File: src/sv/tdf_pkg.sv
// ----------------------------------------------------------------------------
// tdf_pkg
// Shared types and constants for the texel dilation fill block.
// ----------------------------------------------------------------------------
package tdf_pkg;

  localparam int unsigned MAX_TEXELS_DEF = 65536;
  localparam int unsigned MAX_RADIUS_DEF = 7;

  localparam logic [8:0]  WIDTH_RST  = 9'd256;
  localparam logic [8:0]  HEIGHT_RST = 9'd256;
  localparam logic [2:0]  RADIUS_RST = 3'd2;
  localparam logic [15:0] THRESH_RST = 16'd32440;

  localparam logic [1:0] REG_WIDTH  = 2'd0;
  localparam logic [1:0] REG_HEIGHT = 2'd1;
  localparam logic [1:0] REG_RADIUS = 2'd2;
  localparam logic [1:0] REG_THRESH = 2'd3;

  localparam logic FUNC_WRITE = 1'b0;
  localparam logic FUNC_QUERY = 1'b1;

  // sequencer states
  typedef enum logic [3:0] {
    ST_IDLE,
    ST_SELF_RD,
    ST_SELF_CHK,
    ST_DIVMOD,
    ST_NB_ISSUE,
    ST_NB_WAIT,
    ST_NB_ACC,
    ST_DIV,
    ST_OUT
  } tdf_state_t;

  typedef struct packed {
    logic [15:0] alpha;
    logic [15:0] blue;
    logic [15:0] green;
    logic [15:0] red;
  } texel_t;

  typedef struct packed {
    logic [15:0] red;
    logic [15:0] green;
    logic [15:0] blue;
    logic [15:0] alpha;
    logic        was_filled;
  } result_t;

  // divider request / response
  typedef struct packed {
    logic        start;
    logic [47:0] num;
    logic [31:0] den;
  } div_req_t;

  typedef struct packed {
    logic        done;
    logic [15:0] quo;
  } div_rsp_t;

endpackage

File: src/sv/tdf_div.sv
// ----------------------------------------------------------------------------
// tdf_div
// Rounded, saturated restoring divider: round(num / den), max 65535.
// Computes floor((2*num + den) / (2*den)), one quotient bit per cycle.
// ----------------------------------------------------------------------------
module tdf_div
  import tdf_pkg::*;
(
  input  logic     clk,
  input  logic     rst_n,
  input  div_req_t req,
  output div_rsp_t rsp
);

  localparam int NW = 50;

  logic [NW-1:0] n_r, n_nxt;
  logic [NW:0]   rem_r, rem_nxt;
  logic [33:0]   d_r, d_nxt;
  logic [NW-1:0] q_r, q_nxt;
  logic [5:0]    cnt_r, cnt_nxt;
  logic          busy_r, busy_nxt;
  logic          done_r, done_nxt;
  logic [NW:0]   shl;

  always_comb begin
    n_nxt    = n_r;
    rem_nxt  = rem_r;
    d_nxt    = d_r;
    q_nxt    = q_r;
    cnt_nxt  = cnt_r;
    busy_nxt = busy_r;
    done_nxt = 1'b0;
    shl      = {rem_r[NW-1:0], n_r[NW-1]};
    if (req.start) begin
      n_nxt    = {1'b0, req.num, 1'b0} + {18'd0, req.den};
      d_nxt    = {1'b0, req.den, 1'b0};
      rem_nxt  = '0;
      q_nxt    = '0;
      cnt_nxt  = 6'(NW);
      busy_nxt = 1'b1;
    end else if (busy_r) begin
      n_nxt = {n_r[NW-2:0], 1'b0};
      if (shl >= {{(NW-33){1'b0}}, d_r}) begin
        rem_nxt = shl - {{(NW-33){1'b0}}, d_r};
        q_nxt   = {q_r[NW-2:0], 1'b1};
      end else begin
        rem_nxt = shl;
        q_nxt   = {q_r[NW-2:0], 1'b0};
      end
      cnt_nxt = cnt_r - 6'd1;
      if (cnt_r == 6'd1) begin
        busy_nxt = 1'b0;
        done_nxt = 1'b1;
      end
    end
  end

  always_ff @(posedge clk) begin
    if (!rst_n) begin
      busy_r <= 1'b0;
      done_r <= 1'b0;
      cnt_r  <= '0;
    end else begin
      busy_r <= busy_nxt;
      done_r <= done_nxt;
      cnt_r  <= cnt_nxt;
    end
    n_r   <= n_nxt;
    rem_r <= rem_nxt;
    d_r   <= d_nxt;
    q_r   <= q_nxt;
  end

  assign rsp.done = done_r;
  assign rsp.quo  = (q_r[NW-1:16] != '0) ? 16'hFFFF : q_r[15:0];

endmodule

File: config.mk
export PLATFORM = sky130hd
export DESIGN_NAME = tdf_div
export DESIGN_NICKNAME = d
export VERILOG_FILES = /design/src/sv/tdf_pkg.sv /design/src/sv/tdf_div.sv
export SDC_FILE = /design/constraint.sdc
export NUM_CORES = 1
export LEC_CHECK = 0
export BUFFER_PORTS_ARGS = -buffer_cell sky130_fd_sc_hd__buf_2
export CORE_MARGIN = 2
export CORE_UTILIZATION = 40
export DETAILED_ROUTE_END_ITERATION = 8
export PLACE_DENSITY = 0.53
export REMOVE_ABC_BUFFERS = 1
export SKIP_LAST_GASP = 1
export SYNTH_ARGS = -nofsm -noshare
export SYNTH_HDL_FRONTEND = slang
export SYNTH_SLANG_ARGS = --single-unit
File: constraint.sdc
create_clock -name clk -period 8.8 [get_ports clk]
set_input_delay 0.44 -clock clk [delete_from_list [all_inputs] [get_ports clk]]
set_output_delay 0.44 -clock clk [all_outputs]
set_load 0.01 [all_outputs]
==> out/results.ini <==
[cts]
numCtsBuffers=17
ctsHoldBuffers=0
cts_post_setup_buffers_inserted=0
ctsLongestPathBuffers=2
clock_sinks=190
clkSlewWorstSetupHoldPaths_ns=0.08
clock_latency_ns=0.44
h-tree-depth=4
ctsResizeCount=0
cts_tree=yes
clockRootBuffer=clkbuf_16

[synth]
ys_top_cells_by_area=edfxtp_1 21%, dfxtp_1 18%, ha_1 6.9%
ys_ff_latch=190
synth_most_common_cell=nor2_1
ys_seq_area_share_pct=39.4
synthCells=1288
async_flop_share_pct=0
synth_common_cells=158 x nor2_1, 108 x dfxtp_1, 92 x nand2_1
synth_top_cell_area_share_pct=21.0
yosysUniqueCellTypes=77
syn-mean-instance-area_um2=9.11
synth.cell_area_um2=11700
ys.flop_type=dfxtp_1
synthesis.yosys.warnings=0
synth-edff-count=82
yosysTopAreaCell=edfxtp_1

[layout]
fillers=2867
nets=1498
syn_to_final_growth_pct=11.6
antenna_cells=0
layout-drive-gt1-share_pct=13.5

[run]
drv_cap=0

[timing]
fin_setup_tns_ns=0
tightest_slew_ns=0.979
fin_crit_sh_pct=41.3
skew_ns=0.0137
slew_headroom_pct=34.7
max_clock_freq_ghz=0.275
drv_slew=0
setup_violations=0
rsz0062_at_grt=false
fin_ws_ns=5.16
min_period_ns=3.64
final_hold_viol_count=0

[hold_path]
hold_path.class=in -> reg
hold_end=d_r[2]
holdPathStages=1
min_from=req[1]

[setup_path]
critPathKind=in -> reg
cp-start-kind=input pin
worstRegToRegCells=13
crit_path_max_fanout=7
regToRegStartpoint=rem_r[0]
crit_required_ns=8.96
r2r_setup_slack_ns=5.17
timing.rr.end=rem_r[40]
crit_path_end_kind=flip-flop
cp.arrival_ns=3.80

[place]
place_congestion=0.843
port_buffers=99
hpwl_mm=20.6
dp_worst_setup_slack_ns=4.69

[route]
routed_wirelength_mm=28.5
viasPerCell=5.47
drtIter0Drc=503
vias=9538
drc_errors=0
wire_per_inst_um=16.3
ant_nets=0
firstDrtPassIters=5

[floorplanning]
rows=62
die_area_um2=30700
dieHeight_um=175
fp.dieW_um=175
io-pin-count=100
start_util_pct=40.8
core_um2=28800

[grt]
grt-busiest-layer=met2
grt_pass1_vias=9134
grtUsageTotal_pct=18.9
grt_use_met3_pct=3.05
use_met1_pct=26.4
grt_pass1_wl_mm=47.3
grt_max_degree=92
use_met2_pct=30.7
grt_antenna_before_repair=0
globalRouteOverflowTotal=0

[pwr]
power_leakage_uw=0.00554
ir_drop_uv=132
power.density_nw_per_um2=189

[outcome]
status=finished clean

==> metal layers <==
layer | wire length, µm | part of all wire, %
met1 | 14100 | 50
met2 | 13000 | 46
met3 | 1050 | 3.7
met4 | 301 | 1.1
met5 | 0 | 0
==> critical path: stages <==
cell	delay [ns]
buf_2	0.10
ha_1	0.24
fa_1	0.44
a211oi_1	0.30
nor2_1	0.14
o41ai_1	0.50
a311oi_1	0.22
o21ai_1	0.40
a311oi_2	0.31
nor3_1	0.44
or3_1	0.18
a31oi_1	0.07
==> layout by cell type, fill, tap and decap left out, drive strengths merged, types with 6 or more instances in the layout <==
master,netlist,layout
a211oi,26,26
a21o,42,42
a21oi,90,90
a311oi,21,21
a31oi,9,9
and2,8,8
and3,13,13
buf,19,108
clkbuf,48,20
clkinv,1,7
dfxtp,108,108
edfxtp,82,82
ha,65,65
inv,53,58
mux2,23,23
mux2i,52,52
nand2,92,92
nand2b,23,23
nand3,28,28
nand4,21,21
nor2,158,158
nor3,13,13
nor4,22,22
o211ai,10,10
o21a,8,8
o21ai,53,53
o21bai,9,9
o31ai,8,8
or2,6,6
or3,12,12
or4,11,11
xnor2,45,45
xor2,37,37
==> where the power goes <==
group	switching [µW]	internal [µW]	total [µW]
registers	50.5	1010	1060
logic	369	274	643
clock network	353	416	769
total	772	1700	2470
==> per-stage QoR <==
step	util (%)	cell area (µm²)	total power, µW	std cells	hold slack (ns)
after detailed placement	43.5	12500	1720	1713	0.457
after floorplan	-	11500	1550	1221	0.430
after global routing	45.5	13100	2630	1745	0.169
after global placement	43.5	12500	1720	1713	0.451
final	45.5	13100	2470	1745	0.186
after CTS	45.5	13100	2500	1745	0.165
==> cells by family after synthesis <==
logic type / Yosys count / share of synthesized area, %
AO/OA/AOI/OAI: 327 / 18.8
adder cells (fa/ha/maj): 67 / 7.27
XOR/XNOR: 82 / 6.12
AND/OR/NAND/NOR: 426 / 17.6
flip-flops: 190 / 39.4
buffers and inverters: 121 / 4.14
multiplexers: 75 / 6.64
==> final cells by class <==
type                       instances  area [µm²]  area share [%]
multi-input combinational        977        6650            50.8
sequential                       190        4630            35.3
timing repair buffer             108         569            4.34
tap                              384         480            3.67
clock buffer                      20         468            3.57
inverter                          54         203            1.55
clock inverter                    12         104           0.793
==> state kept, by name, summed over array words and instances, names as in the netlist <==
name,count
d_r,32
rem_r,50
n_r,50
done_r,1
q_r,50
busy_r,1
cnt_r,6
==> worst max-delay path by stage <==
stage,cells after the start,slack [ns],end,startpoint
after floorplan,2,3.22,n_r[0],busy_r
after global placement,12,4.72,n_r[45],req[1]
after detailed placement,12,4.69,n_r[39],req[1]
after CTS,13,5.15,rem_r[40],rem_r[0]
after global routing,13,4.90,rem_r[40],rem_r[0]
final,12,5.16,n_r[43],req[1]
Power figures use the tool's default switching activity.
