<file path="config.mk">
export PLATFORM = sky130hd
export DESIGN_NAME = tdf_ctrl
export DESIGN_NICKNAME = d
export VERILOG_FILES = /design/src/sv/tdf_pkg.sv /design/src/sv/tdf_ctrl.sv
export SDC_FILE = /design/constraint.sdc
export NUM_CORES = 1
export LEC_CHECK = 0
export BUFFER_PORTS_ARGS = -buffer_cell sky130_fd_sc_hd__buf_2
export CAP_MARGIN = 20
export CORE_MARGIN = 1
export CORE_UTILIZATION = 45
export DETAILED_ROUTE_END_ITERATION = 16
export HOLD_SLACK_MARGIN = 0.1
export PLACE_DENSITY = 0.66
export SLEW_MARGIN = 20
export SYNTH_ARGS = -nofsm -noshare
export SYNTH_HDL_FRONTEND = slang
export SYNTH_SLANG_ARGS = --single-unit
export TNS_END_PERCENT = 10
</file>
<file path="constraint.sdc">
create_clock -name clk -period 8.4 [get_ports clk]
set_clock_uncertainty 0.15 [all_clocks]
set_input_delay 0.84 -clock clk [delete_from_list [all_inputs] [get_ports clk]]
set_output_delay 0.84 -clock clk [all_outputs]
set_load 0.02 [all_outputs]
</file>
<file path="src/sv/tdf_pkg.sv">
// ----------------------------------------------------------------------------
// tdf_pkg
// Shared types and constants for the texel dilation fill block.
// ----------------------------------------------------------------------------
package tdf_pkg;

  localparam int unsigned MAX_TEXELS_DEF = 65536;
  localparam int unsigned MAX_RADIUS_DEF = 7;

  localparam logic [8:0]  WIDTH_RST  = 9'd256;
  localparam logic [8:0]  HEIGHT_RST = 9'd256;
  localparam logic [2:0]  RADIUS_RST = 3'd2;
  localparam logic [15:0] THRESH_RST = 16'd32440;

  localparam logic [1:0] REG_WIDTH  = 2'd0;
  localparam logic [1:0] REG_HEIGHT = 2'd1;
  localparam logic [1:0] REG_RADIUS = 2'd2;
  localparam logic [1:0] REG_THRESH = 2'd3;

  localparam logic FUNC_WRITE = 1'b0;
  localparam logic FUNC_QUERY = 1'b1;

  // sequencer states
  typedef enum logic [3:0] {
    ST_IDLE,
    ST_SELF_RD,
    ST_SELF_CHK,
    ST_DIVMOD,
    ST_NB_ISSUE,
    ST_NB_WAIT,
    ST_NB_ACC,
    ST_DIV,
    ST_OUT
  } tdf_state_t;

  typedef struct packed {
    logic [15:0] alpha;
    logic [15:0] blue;
    logic [15:0] green;
    logic [15:0] red;
  } texel_t;

  typedef struct packed {
    logic [15:0] red;
    logic [15:0] green;
    logic [15:0] blue;
    logic [15:0] alpha;
    logic        was_filled;
  } result_t;

  // divider request / response
  typedef struct packed {
    logic        start;
    logic [47:0] num;
    logic [31:0] den;
  } div_req_t;

  typedef struct packed {
    logic        done;
    logic [15:0] quo;
  } div_rsp_t;

endpackage

</file>
<file path="src/sv/tdf_ctrl.sv">
// ----------------------------------------------------------------------------
// tdf_ctrl
// Query sequencer: self read, position split, window walk, four divisions.
// ----------------------------------------------------------------------------
module tdf_ctrl
  import tdf_pkg::*;
#(
  parameter int unsigned MAX_TEXELS = MAX_TEXELS_DEF,
  parameter int unsigned MAX_RADIUS = MAX_RADIUS_DEF,
  localparam int AW = $clog2(MAX_TEXELS)
) (
  input  logic          clk,
  input  logic          rst_n,
  input  logic          in_tvalid,
  output logic          in_tready,
  input  logic          func,
  input  logic [15:0]   texel_index,
  input  texel_t        in_texel,
  input  logic [8:0]    image_width,
  input  logic [8:0]    image_height,
  input  logic [2:0]    window_radius,
  input  logic [15:0]   cover_threshold,
  output logic          ram_we,
  output logic [AW-1:0] ram_addr,
  output texel_t        ram_wdata,
  input  texel_t        ram_rdata,
  output div_req_t      div_req,
  input  div_rsp_t      div_rsp,
  output logic          res_valid,
  input  logic          res_ready,
  output result_t       res_data
);

  localparam int unsigned RLIM = (MAX_RADIUS > 7) ? 7 : MAX_RADIUS;

  tdf_state_t state_r, state_nxt;

  logic [15:0] idx_r;
  logic [8:0]  w_r, h_r;
  logic [3:0]  rad_r;
  logic [15:0] px_r, py_r;
  logic [4:0]  dx_r, dy_r;
  logic [9:0]  nx_r, ny_r;
  logic [16:0] nidx;
  logic        nok_r;
  logic [23:0] cs_r [3];
  logic [23:0] cs_nxt [3];
  logic [23:0] as_r, as_nxt;
  logic [7:0]  cnt_r, cnt_nxt;
  logic        hit;
  logic [1:0]  dsel_r;
  result_t     res_r;
  logic        res_v_r;
  logic        acc;

  logic [8:0]  w_c, h_c;
  logic [3:0]  r_c;
  logic [16:0] area;
  logic [9:0]  x_s, y_s;
  logic        dx_last, dy_last;

  always_comb begin
    w_c = (image_width == 9'd0) ? 9'd1 : (image_width > 9'd256 ? 9'd256 : image_width);
    h_c = (image_height == 9'd0) ? 9'd1 : (image_height > 9'd256 ? 9'd256 : image_height);
    r_c = ({1'b0, window_radius} > 4'(RLIM)) ? 4'(RLIM) : {1'b0, window_radius};
  end

  assign area    = 17'(w_r) * 17'(h_r);
  assign dx_last = (dx_r == 5'(2 * rad_r));
  assign dy_last = (dy_r == 5'(2 * rad_r));
  assign x_s     = 10'(px_r) + 10'(dx_r) - 10'(rad_r);
  assign y_s     = 10'(py_r) + 10'(dy_r) - 10'(rad_r);
  assign nidx    = 17'(ny_r[8:0]) * 17'(w_r) + 17'(nx_r[8:0]);

  assign in_tready = (state_r == ST_IDLE) && !res_v_r;
  assign acc       = in_tvalid && in_tready;

  // window sums including the texel read in the accumulate state
  always_comb begin
    hit       = (state_r == ST_NB_ACC) && nok_r && (ram_rdata.alpha > cover_threshold);
    cs_nxt[0] = cs_r[0] + (hit ? 24'(ram_rdata.red) : 24'd0);
    cs_nxt[1] = cs_r[1] + (hit ? 24'(ram_rdata.green) : 24'd0);
    cs_nxt[2] = cs_r[2] + (hit ? 24'(ram_rdata.blue) : 24'd0);
    as_nxt    = as_r + (hit ? 24'(ram_rdata.alpha) : 24'd0);
    cnt_nxt   = cnt_r + (hit ? 8'd1 : 8'd0);
  end

  always_comb begin
    state_nxt = state_r;
    unique case (state_r)
      ST_IDLE: begin
        if (acc && func == FUNC_QUERY && (32'(texel_index) < MAX_TEXELS)) begin
          state_nxt = ST_SELF_RD;
        end
      end
      ST_SELF_RD:  state_nxt = ST_SELF_CHK;
      ST_SELF_CHK: begin
        if ({1'b0, idx_r} >= area || ram_rdata.alpha >= cover_threshold) begin
          state_nxt = ST_OUT;
        end else begin
          state_nxt = ST_DIVMOD;
        end
      end
      ST_DIVMOD:   if (px_r < {7'd0, w_r}) state_nxt = ST_NB_ISSUE;
      ST_NB_ISSUE: state_nxt = ST_NB_WAIT;
      ST_NB_WAIT:  state_nxt = ST_NB_ACC;
      ST_NB_ACC: begin
        if (dx_last && dy_last) begin
          state_nxt = (cnt_nxt != 8'd0 && as_nxt != 24'd0) ? ST_DIV : ST_OUT;
        end else begin
          state_nxt = ST_NB_ISSUE;
        end
      end
      ST_DIV:      if (div_rsp.done && dsel_r == 2'd3) state_nxt = ST_OUT;
      ST_OUT:      state_nxt = ST_IDLE;
      default:     state_nxt = ST_IDLE;
    endcase
  end

  always_comb begin
    ram_we    = acc && func == FUNC_WRITE && (32'(texel_index) < MAX_TEXELS);
    ram_wdata = in_texel;
    ram_addr  = AW'(texel_index);
    if (state_r == ST_NB_WAIT) begin
      ram_addr = AW'(nidx);
    end else if (state_r != ST_IDLE) begin
      ram_addr = AW'(idx_r);
    end
  end

  always_comb begin
    div_req.start = 1'b0;
    div_req.num   = {9'd0, cs_nxt[0], 15'd0};
    div_req.den   = {8'd0, as_nxt};
    unique case (dsel_r)
      2'd0: div_req.num = {9'd0, cs_nxt[0], 15'd0};
      2'd1: div_req.num = {9'd0, cs_nxt[1], 15'd0};
      2'd2: div_req.num = {9'd0, cs_nxt[2], 15'd0};
      2'd3: begin
        div_req.num = {24'd0, as_nxt};
        div_req.den = {24'd0, cnt_nxt};
      end
      default: ;
    endcase
    if (state_r == ST_NB_ACC && state_nxt == ST_DIV) div_req.start = 1'b1;
    if (state_r == ST_DIV && div_rsp.done && dsel_r != 2'd3) begin
      div_req.start = 1'b1;
      unique case (dsel_r)
        2'd0: div_req.num = {9'd0, cs_nxt[1], 15'd0};
        2'd1: div_req.num = {9'd0, cs_nxt[2], 15'd0};
        default: begin
          div_req.num = {24'd0, as_nxt};
          div_req.den = {24'd0, cnt_nxt};
        end
      endcase
    end
  end

  always_ff @(posedge clk) begin
    if (!rst_n) begin
      state_r <= ST_IDLE;
      res_v_r <= 1'b0;
      dsel_r  <= 2'd0;
    end else begin
      state_r <= state_nxt;
      if (res_v_r && res_ready) res_v_r <= 1'b0;
      if (acc && func == FUNC_QUERY && !(32'(texel_index) < MAX_TEXELS)) res_v_r <= 1'b1;
      if (state_r == ST_OUT) res_v_r <= 1'b1;
      if (state_r == ST_SELF_RD) dsel_r <= 2'd0;
      if (state_r == ST_DIV && div_rsp.done) dsel_r <= dsel_r + 2'd1;
    end

    if (acc) begin
      idx_r <= texel_index;
      w_r   <= w_c;
      h_r   <= h_c;
      rad_r <= r_c;
      if (func == FUNC_QUERY && !(32'(texel_index) < MAX_TEXELS)) res_r <= '0;
    end

    unique case (state_r)
      ST_SELF_CHK: begin
        res_r <= {ram_rdata.red, ram_rdata.green, ram_rdata.blue, ram_rdata.alpha, 1'b0};
        px_r  <= idx_r;
        py_r  <= '0;
        dx_r  <= '0;
        dy_r  <= '0;
        cs_r[0] <= '0; cs_r[1] <= '0; cs_r[2] <= '0;
        as_r  <= '0;
        cnt_r <= '0;
      end
      ST_DIVMOD: begin
        // repeated subtraction of the row width, row count below 256
        if (px_r >= {7'd0, w_r}) begin
          px_r <= px_r - {7'd0, w_r};
          py_r <= py_r + 16'd1;
        end
      end
      ST_NB_ISSUE: ;
      ST_NB_WAIT: ;
      ST_NB_ACC: begin
        cs_r[0] <= cs_nxt[0];
        cs_r[1] <= cs_nxt[1];
        cs_r[2] <= cs_nxt[2];
        as_r    <= as_nxt;
        cnt_r   <= cnt_nxt;
        if (dx_last) begin
          dx_r <= '0;
          dy_r <= dy_r + 5'd1;
        end else begin
          dx_r <= dx_r + 5'd1;
        end
      end
      ST_DIV: begin
        if (div_rsp.done) begin
          unique case (dsel_r)
            2'd0: res_r.red   <= div_rsp.quo;
            2'd1: res_r.green <= div_rsp.quo;
            2'd2: res_r.blue  <= div_rsp.quo;
            default: begin
              res_r.alpha      <= div_rsp.quo;
              res_r.was_filled <= 1'b1;
            end
          endcase
        end
      end
      default: ;
    endcase

    // neighbour position settles in the issue state, read goes out in the wait state
    nx_r  <= x_s;
    ny_r  <= y_s;
    nok_r <= !nx_r[9] && !ny_r[9] && (nx_r < {1'b0, w_r}) && (ny_r < {1'b0, h_r})
             && (32'(nidx) < MAX_TEXELS);
  end

  assign res_valid = res_v_r;
  assign res_data  = res_r;

`ifndef SYNTHESIS
  a_no_accept_busy: assert property (@(posedge clk) disable iff (!rst_n)
    (state_r != ST_IDLE) |-> !in_tready) else $error("accept while busy");
  a_div_only_in_div: assert property (@(posedge clk) disable iff (!rst_n)
    div_req.start |-> (state_r == ST_NB_ACC || state_r == ST_DIV)) else $error("stray div");
  a_out_sets_valid: assert property (@(posedge clk) disable iff (!rst_n)
    (state_r == ST_OUT) |=> res_v_r) else $error("result lost");
`endif

endmodule

</file>
==> results.py, run 1 <==
metrics = {
    "route": {
        "drt_iter0_markers": 1413,
        "ant_nets": 0,
        "via_count": 20200,
        "drt_first_pass_iters": 5,
        "wl_per_cell_um": 19.7,
        "finalWirelength_mm": 71.0,
        "drc": 0,
        "via_per_inst": 5.60,
    },
    "finish": {
        "drive_gt1_share_pct": 13.3,
        "design_area_um2": 27200,
        "fin_util_pct": 50.6,
        "area_growth_pct": 11.0,
        "n_antenna_cell": 0,
        "nets": 3451,
    },
    "yosys": {
        "syn_inst": 2702,
        "netlist_top_cells_count": "nand2_1, inv_1, ha_1",
        "yosysSeqAreaShare_pct": 31.9,
        "synth_area_um2": 24500,
        "async_flop_share_pct": 0,
        "synth_cell_types": 89,
        "synth-edff-count": 242,
        "synth_flop_cell": "edfxtp_1",
        "yosysTopAreaCellShare_pct": 29.6,
        "post-synth-top-count-cell": "nand2_1",
        "ys_ff_latch": 270,
        "syn_avg_cell_area_um2": 9.08,
        "yosysTopAreaCell": "edfxtp_1",
        "ys_top_cells_by_area": "edfxtp_1, ha_1, fa_1",
        "synth_warnings": 0,
    },
    "floorplanning": {
        "initial_utilization_pct": 45.6,
        "num_rows": 85,
        "core-area_um2": 53800,
        "die_h_um": 235,
        "fp.dieArea_um2": 55400,
        "die_w_um": 235,
        "ios": 432,
    },
    "cts": {
        "cts_tree": "done",
        "htreeDepth": 2,
        "cts_buffer_depth": 3,
        "cts_setup_buffers": 0,
        "ctsResizeCount": 0,
        "numCtsBuffers": 34,
        "cts_root_buf": "clkbuf_16",
        "clkSlewWorstSetupHoldPaths_ns": 0.05,
        "clock_sinks": 270,
        "cts_hold_buf": 0,
        "clkLatencyLatePin_ns": 0.57,
    },
    "power": {
        "powerDensity_nw_per_um2": 440,
        "ir_drop_v": 0.000805,
        "power.leakage_nw": 12.7,
    },
    "setup_path": {
        "cp-start-kind": "input pin",
        "critical-path-slowest-cell": "and4_1",
        "setup.worst_path.class": "input pin to output pin",
        "r2r-start": "w_r[3]",
        "arrival_ns": 6.38,
        "crit_fanout": 20,
        "rrSetupSlack_ns": 1.33,
        "ff2ff_path_depth": 27,
        "critPathMaxStageDelay_ns": 0.72,
        "endpoint_kind": "output pin",
        "cp_data_required_time_ns": 7.41,
        "timing.rr.end": "state_r[0]",
        "worstPathCellList": "buf_2 -> ha_1 -> nand2_1 -> nor4_1 -> o2111ai_1 -> a41oi_1 -> and4_1 -> and2_1 -> ha_1 -> inv_1 -> fa_1 -> nor2b_1 -> o31a_1 -> o2bb2ai_2 -> o21ai_2 -> a221oi_2 -> a2111oi_0 -> xnor2_1 -> mux2i_1 -> a221o_1 -> buf_2",
    },
    "global_routing": {
        "antenna_found_initial": 0,
        "overflow": 0,
        "track_usage_pct": 25.4,
        "grt_pass1_wl_mm": 111,
        "grt_pass1_vias": 20300,
        "grt_max_degree": 91,
    },
    "worst_hold_path": {
        "hold-path-endpoint": "rad_r[0]",
        "worstHoldPathType": "input pin to register",
        "min_from": "window_radius[0]",
        "hold_path_depth": 1,
    },
    "place": {
        "port_buffers": 286,
        "hpwl_mm": 55.4,
        "routabilityCongestion": 0.950,
        "placed_cell_area_um2": 26100,
    },
    "flow_run": {
        "maxCapViolCount": 0,
    },
    "sta": {
        "setup_violations": 0,
        "relSlewSlack_pct": 33.7,
        "rsz0062_at_grt": "false",
        "min_period_ns": 7.37,
        "fin_crit_sh_pct": 87.8,
        "drv_slew": 0,
        "fin_worst_hold_slack_ns": 0.324,
        "hold_violations": 0,
        "setup_tns_ns": 0,
        "max_freq_ghz": 0.136,
        "worst_pin_slew_ns": 0.994,
    },
    "run_status": {
        "status": "finished clean",
    },
}
-- metal layers --
metal	part of all wire (%)	global-route usage [%]
met4	3.9	10.5
met2	47	42.4
met1	42	32.5
met3	7.0	4.37
met5	0	0
-- through the flow --
| step | instances | worst slack (ns) | power (mW) |
|---|---|---|---|
| 3_5_place_dp | 3547 | 1.11 | 10.5 |
| 3_3_place_gp | 3547 | 1.38 | 10.3 |
| 6_report | 3609 | 1.03 | 12.0 |
| 4_1_cts | 3609 | 1.09 | 12.0 |
| 2_1_floorplan | 2718 | 2.20 | 8.35 |
| 5_1_grt | 3609 | 0.660 | 13.2 |
-- power breakdown --
group | switching, mW | total (mW) | internal, mW
logic | 4.89 | 8.40 | 3.52
clock network | 0.617 | 1.47 | 0.849
registers | 0.305 | 2.10 | 1.79
total | 5.81 | 12.0 | 6.16
-- state kept, by name, indices dropped and copies added (netlist names) --
name and cells:
idx_r 16, cs_r 72, dy_r 5, cnt_r 8, res_valid 1, nok_r 1
state_r 4, py_r 10, dx_r 5, dsel_r 2, px_r 16, h_r 9
w_r 9, rad_r 3, res_data 65, ny_r 10, as_r 24, nx_r 10
-- worst max path at each step --
stage | startpoint | end | slack (ns) | cells past startpoint
3_3_place_gp | ram_rdata[59] | div_req[67] | 1.38 | 21
3_5_place_dp | ram_rdata[59] | div_req[65] | 1.11 | 20
2_1_floorplan | cover_threshold[11] | div_req[70] | 2.20 | 21
6_report | ram_rdata[59] | div_req[67] | 1.03 | 21
5_1_grt | ram_rdata[61] | div_req[66] | 0.66 | 20
4_1_cts | ram_rdata[59] | div_req[67] | 1.09 | 21
-- cells by family (layout without fill, tap and decap cells) --
logic type / count (synthesis) / in the layout / share of synthesized area (%)
flip-flops: 270 / 270 / 31.9
other: 1 / 17 / 0.0153
AND/OR/NAND/NOR: 984 / 984 / 18.9
buffers and inverters: 457 / 652 / 8.30
AO/OA/AOI/OAI: 446 / 446 / 12.3
XOR/XNOR: 163 / 163 / 5.85
multiplexers: 20 / 20 / 0.816
adder cells (fa/ha/maj): 361 / 361 / 21.9
-- cells in the final DEF, fill, tap and decap left out, types with 60 or more instances in the layout --
master | synthesis | layout
buf_2 | 4 | 286
ha_1 | 247 | 246
xnor2_1 | 102 | 102
nand2_1 | 354 | 352
o21ai_0 | 94 | 94
edfxtp_1 | 242 | 242
a21oi_1 | 104 | 103
nor2_1 | 237 | 237
inv_1 | 283 | 282
xor2_1 | 60 | 60
fa_1 | 114 | 114
and2_1 | 161 | 160
-- cell type report --
| class | count | area, um^2 |
|---|---|---|
| Multi-Input combinational cell | 1991 | 14800 |
| Inverter | 286 | 1080 |
| Tap cell | 696 | 871 |
| Clock inverter | 20 | 224 |
| Sequential cell | 270 | 7830 |
| Fill cell | 5017 | 26600 |
| Clock buffer | 42 | 881 |
| Timing Repair Buffer | 304 | 1580 |
-- critical path, delay by kind of cell --
family / cells / cell delay [ns]
AND/OR/NAND/NOR: 5 / 1.81
AO/OA/AOI/OAI: 8 / 2.07
XOR/XNOR: 1 / 0.25
buffers and inverters: 3 / 0.34
adder cells (fa/ha/maj): 3 / 0.94
multiplexers: 1 / 0.12
Note: power is estimated with default switching activity, not from simulation.
==> run 2: changes to the inputs <==
Clock period 8.4 ns to 8.1 ns, I/O delays scaled along.
==> run 2 against run 1 <==
  * Final area increased by 0.19%
  * Setup slack worse by 0.41 ns
  * Utilization rose by 0.098 points
  * Global-route usage grew 0.57 points
  * Cell count increased by 0.17%
  * Die area did not move
  * Combinational power up 3.2%
  * Power rose by 3.8%
  * Critical endpoint unchanged
  * Clock-buffer cell count up 9
  * Sequential power rose by 3%
  * Critical path depth rose by 1
  * Non-clock buffer count is 2 higher
==> results.py, run 2 (same netlist as run 1, synthesis figures left out) <==
metrics = {
    "run_status": {
        "status": "finished clean",
    },
    "sta": {
        "relSlewSlack_pct": 28.6,
        "setup_tns_ns": 0,
        "min_period_ns": 7.48,
        "drv_slew": 0,
        "rsz0062_at_grt": "false",
        "fin_crit_sh_pct": 92.4,
        "setup_violations": 0,
        "hold_violations": 0,
        "max_freq_ghz": 0.134,
        "worst_pin_slew_ns": 1.07,
        "timing.final.ws_setup_ns": 0.618,
    },
    "place": {
        "hpwl_mm": 56.8,
        "post-place-ws_ns": 0.693,
        "routabilityCongestion": 0.925,
        "port_buffers": 286,
    },
    "setup_path": {
        "endpoint_kind": "output pin",
        "critPathMaxStageDelay_ns": 0.76,
        "cp-start-kind": "input pin",
        "crit_family": "compound AO/OA/AOI/OAI gates",
        "worstPathCellList": "buf_2 -> ha_1 -> nand2_1 -> nor4_1 -> o2111ai_1 -> a41oi_1 -> and4_1 -> buf_4 -> and2_1 -> ha_1 -> inv_1 -> fa_1 -> nor2b_1 -> o31a_1 -> o2bb2ai_2 -> o21ai_2 -> a221oi_2 -> a2111oi_0 -> xnor2_1 -> mux2i_1 -> a221o_1 -> buf_2",
        "critical-path-slowest-cell": "nor4_1",
        "crit_fanout": 50,
        "arrival_ns": 6.52,
        "r2r-start": "w_r[3]",
        "cp_data_required_time_ns": 7.14,
        "setup.worst_path.class": "input pin to output pin",
        "cp-startpoint": "ram_rdata[59]",
        "critical_path_buf_inv_count": 4,
    },
    "power": {
        "ir_drop_v": 0.000907,
        "powerDensity_nw_per_um2": 455,
        "p_total_mw": 12.4,
        "power.leakage_nw": 12.7,
    },
    "global_routing": {
        "grt_pass1_wl_mm": 113,
        "grt_pass1_vias": 20100,
        "track_usage_pct": 26.0,
        "grt_max_degree": 67,
        "overflow": 0,
        "antenna_found_initial": 1,
    },
    "worst_hold_path": {
        "min_from": "window_radius[0]",
        "worstHoldPathType": "input pin to register",
    },
    "cts": {
        "htreeDepth": 2,
        "clkLatencyLatePin_ns": 0.57,
        "clkSlewWorstSetupHoldPaths_ns": 0.05,
        "cts_buffer_depth": 3,
        "cts_setup_buffers": 0,
        "cts_tree": "done",
        "numCtsBuffers": 36,
        "clock_sinks": 270,
        "cts_hold_buf": 0,
        "cts_root_buf": "clkbuf_16",
        "ctsResizeCount": 0,
    },
    "floorplanning": {
        "fp.dieArea_um2": 55400,
        "num_rows": 85,
        "die_w_um": 235,
        "initial_utilization_pct": 45.6,
        "ios": 432,
        "die_h_um": 235,
        "core-area_um2": 53800,
    },
    "finish": {
        "regArea_um2": 7830,
        "layout_common_cells": "nand2_1, buf_2, inv_1, ha_1, edfxtp_1",
        "area_growth_pct": 11.2,
        "layout_commonest_cell": "nand2_1",
        "regMostFlops": "cs_r",
        "drive_gt1_share_pct": 13.6,
        "nets": 3455,
        "multiInputGateArea_um2": 14800,
        "largest_reg_flops": 72,
        "fill_cells": 5034,
    },
    "route": {
        "drc": 0,
        "wl_per_cell_um": 20.1,
        "ant_nets": 0,
        "via_per_inst": 5.58,
        "drt_first_pass_iters": 7,
        "via_count": 20200,
        "finalWirelength_mm": 72.6,
        "drt_iter0_markers": 1802,
    },
    "flow_run": {
        "maxCapViolCount": 0,
    },
}
## run 2: per-layer routing
metal	routed length [um]	part of all wire, %	GRT usage (%)	up-vias
met5	0	0	0	-
met4	2510	3.5	9.05	0
met3	4410	6.1	3.93	133
met2	34200	47	43.4	801
met1	31500	43	34.2	9731
li1	-	-	-	9519
## run 2: stage by stage
step	std cells	hold slack [ns]	util [%]	area [um^2]
floorplan	2718	0.324	-	24600
global placement	3549	0.354	48.5	26100
detailed placement	3549	0.354	48.5	26100
CTS	3614	0.239	50.6	27300
global route	3614	0.250	50.7	27300
finish	3615	0.273	50.7	27300
## run 2: path summary, 6_finish.rpt
| check | end | slack [ns] | cells after the start |
|---|---|---|---|
| worst max register to register | state_r[0] | 1.47 | 26 |
| worst min-delay path | rad_r[0] | 0.27 | 1 |
| worst min register to register | nx_r[0] | 0.37 | 1 |
| worst max-delay path | div_req[67] | 0.62 | 22 |
## run 2: area by class of cell
class,count,share of cell area (%)
well taps,696,3.19
repair buffers,306,5.80
inverters,286,3.95
clock buffers,51,3.77
diodes,1,0.00917
flip-flops and latches,270,28.7
multi-input cells,1991,54.1
clock inverters,14,0.468
## run 2: power by group
group	switching, mW	internal [mW]
logic	5.01	3.66
registers	0.303	1.86
clock network	0.661	0.925
total	5.97	6.45
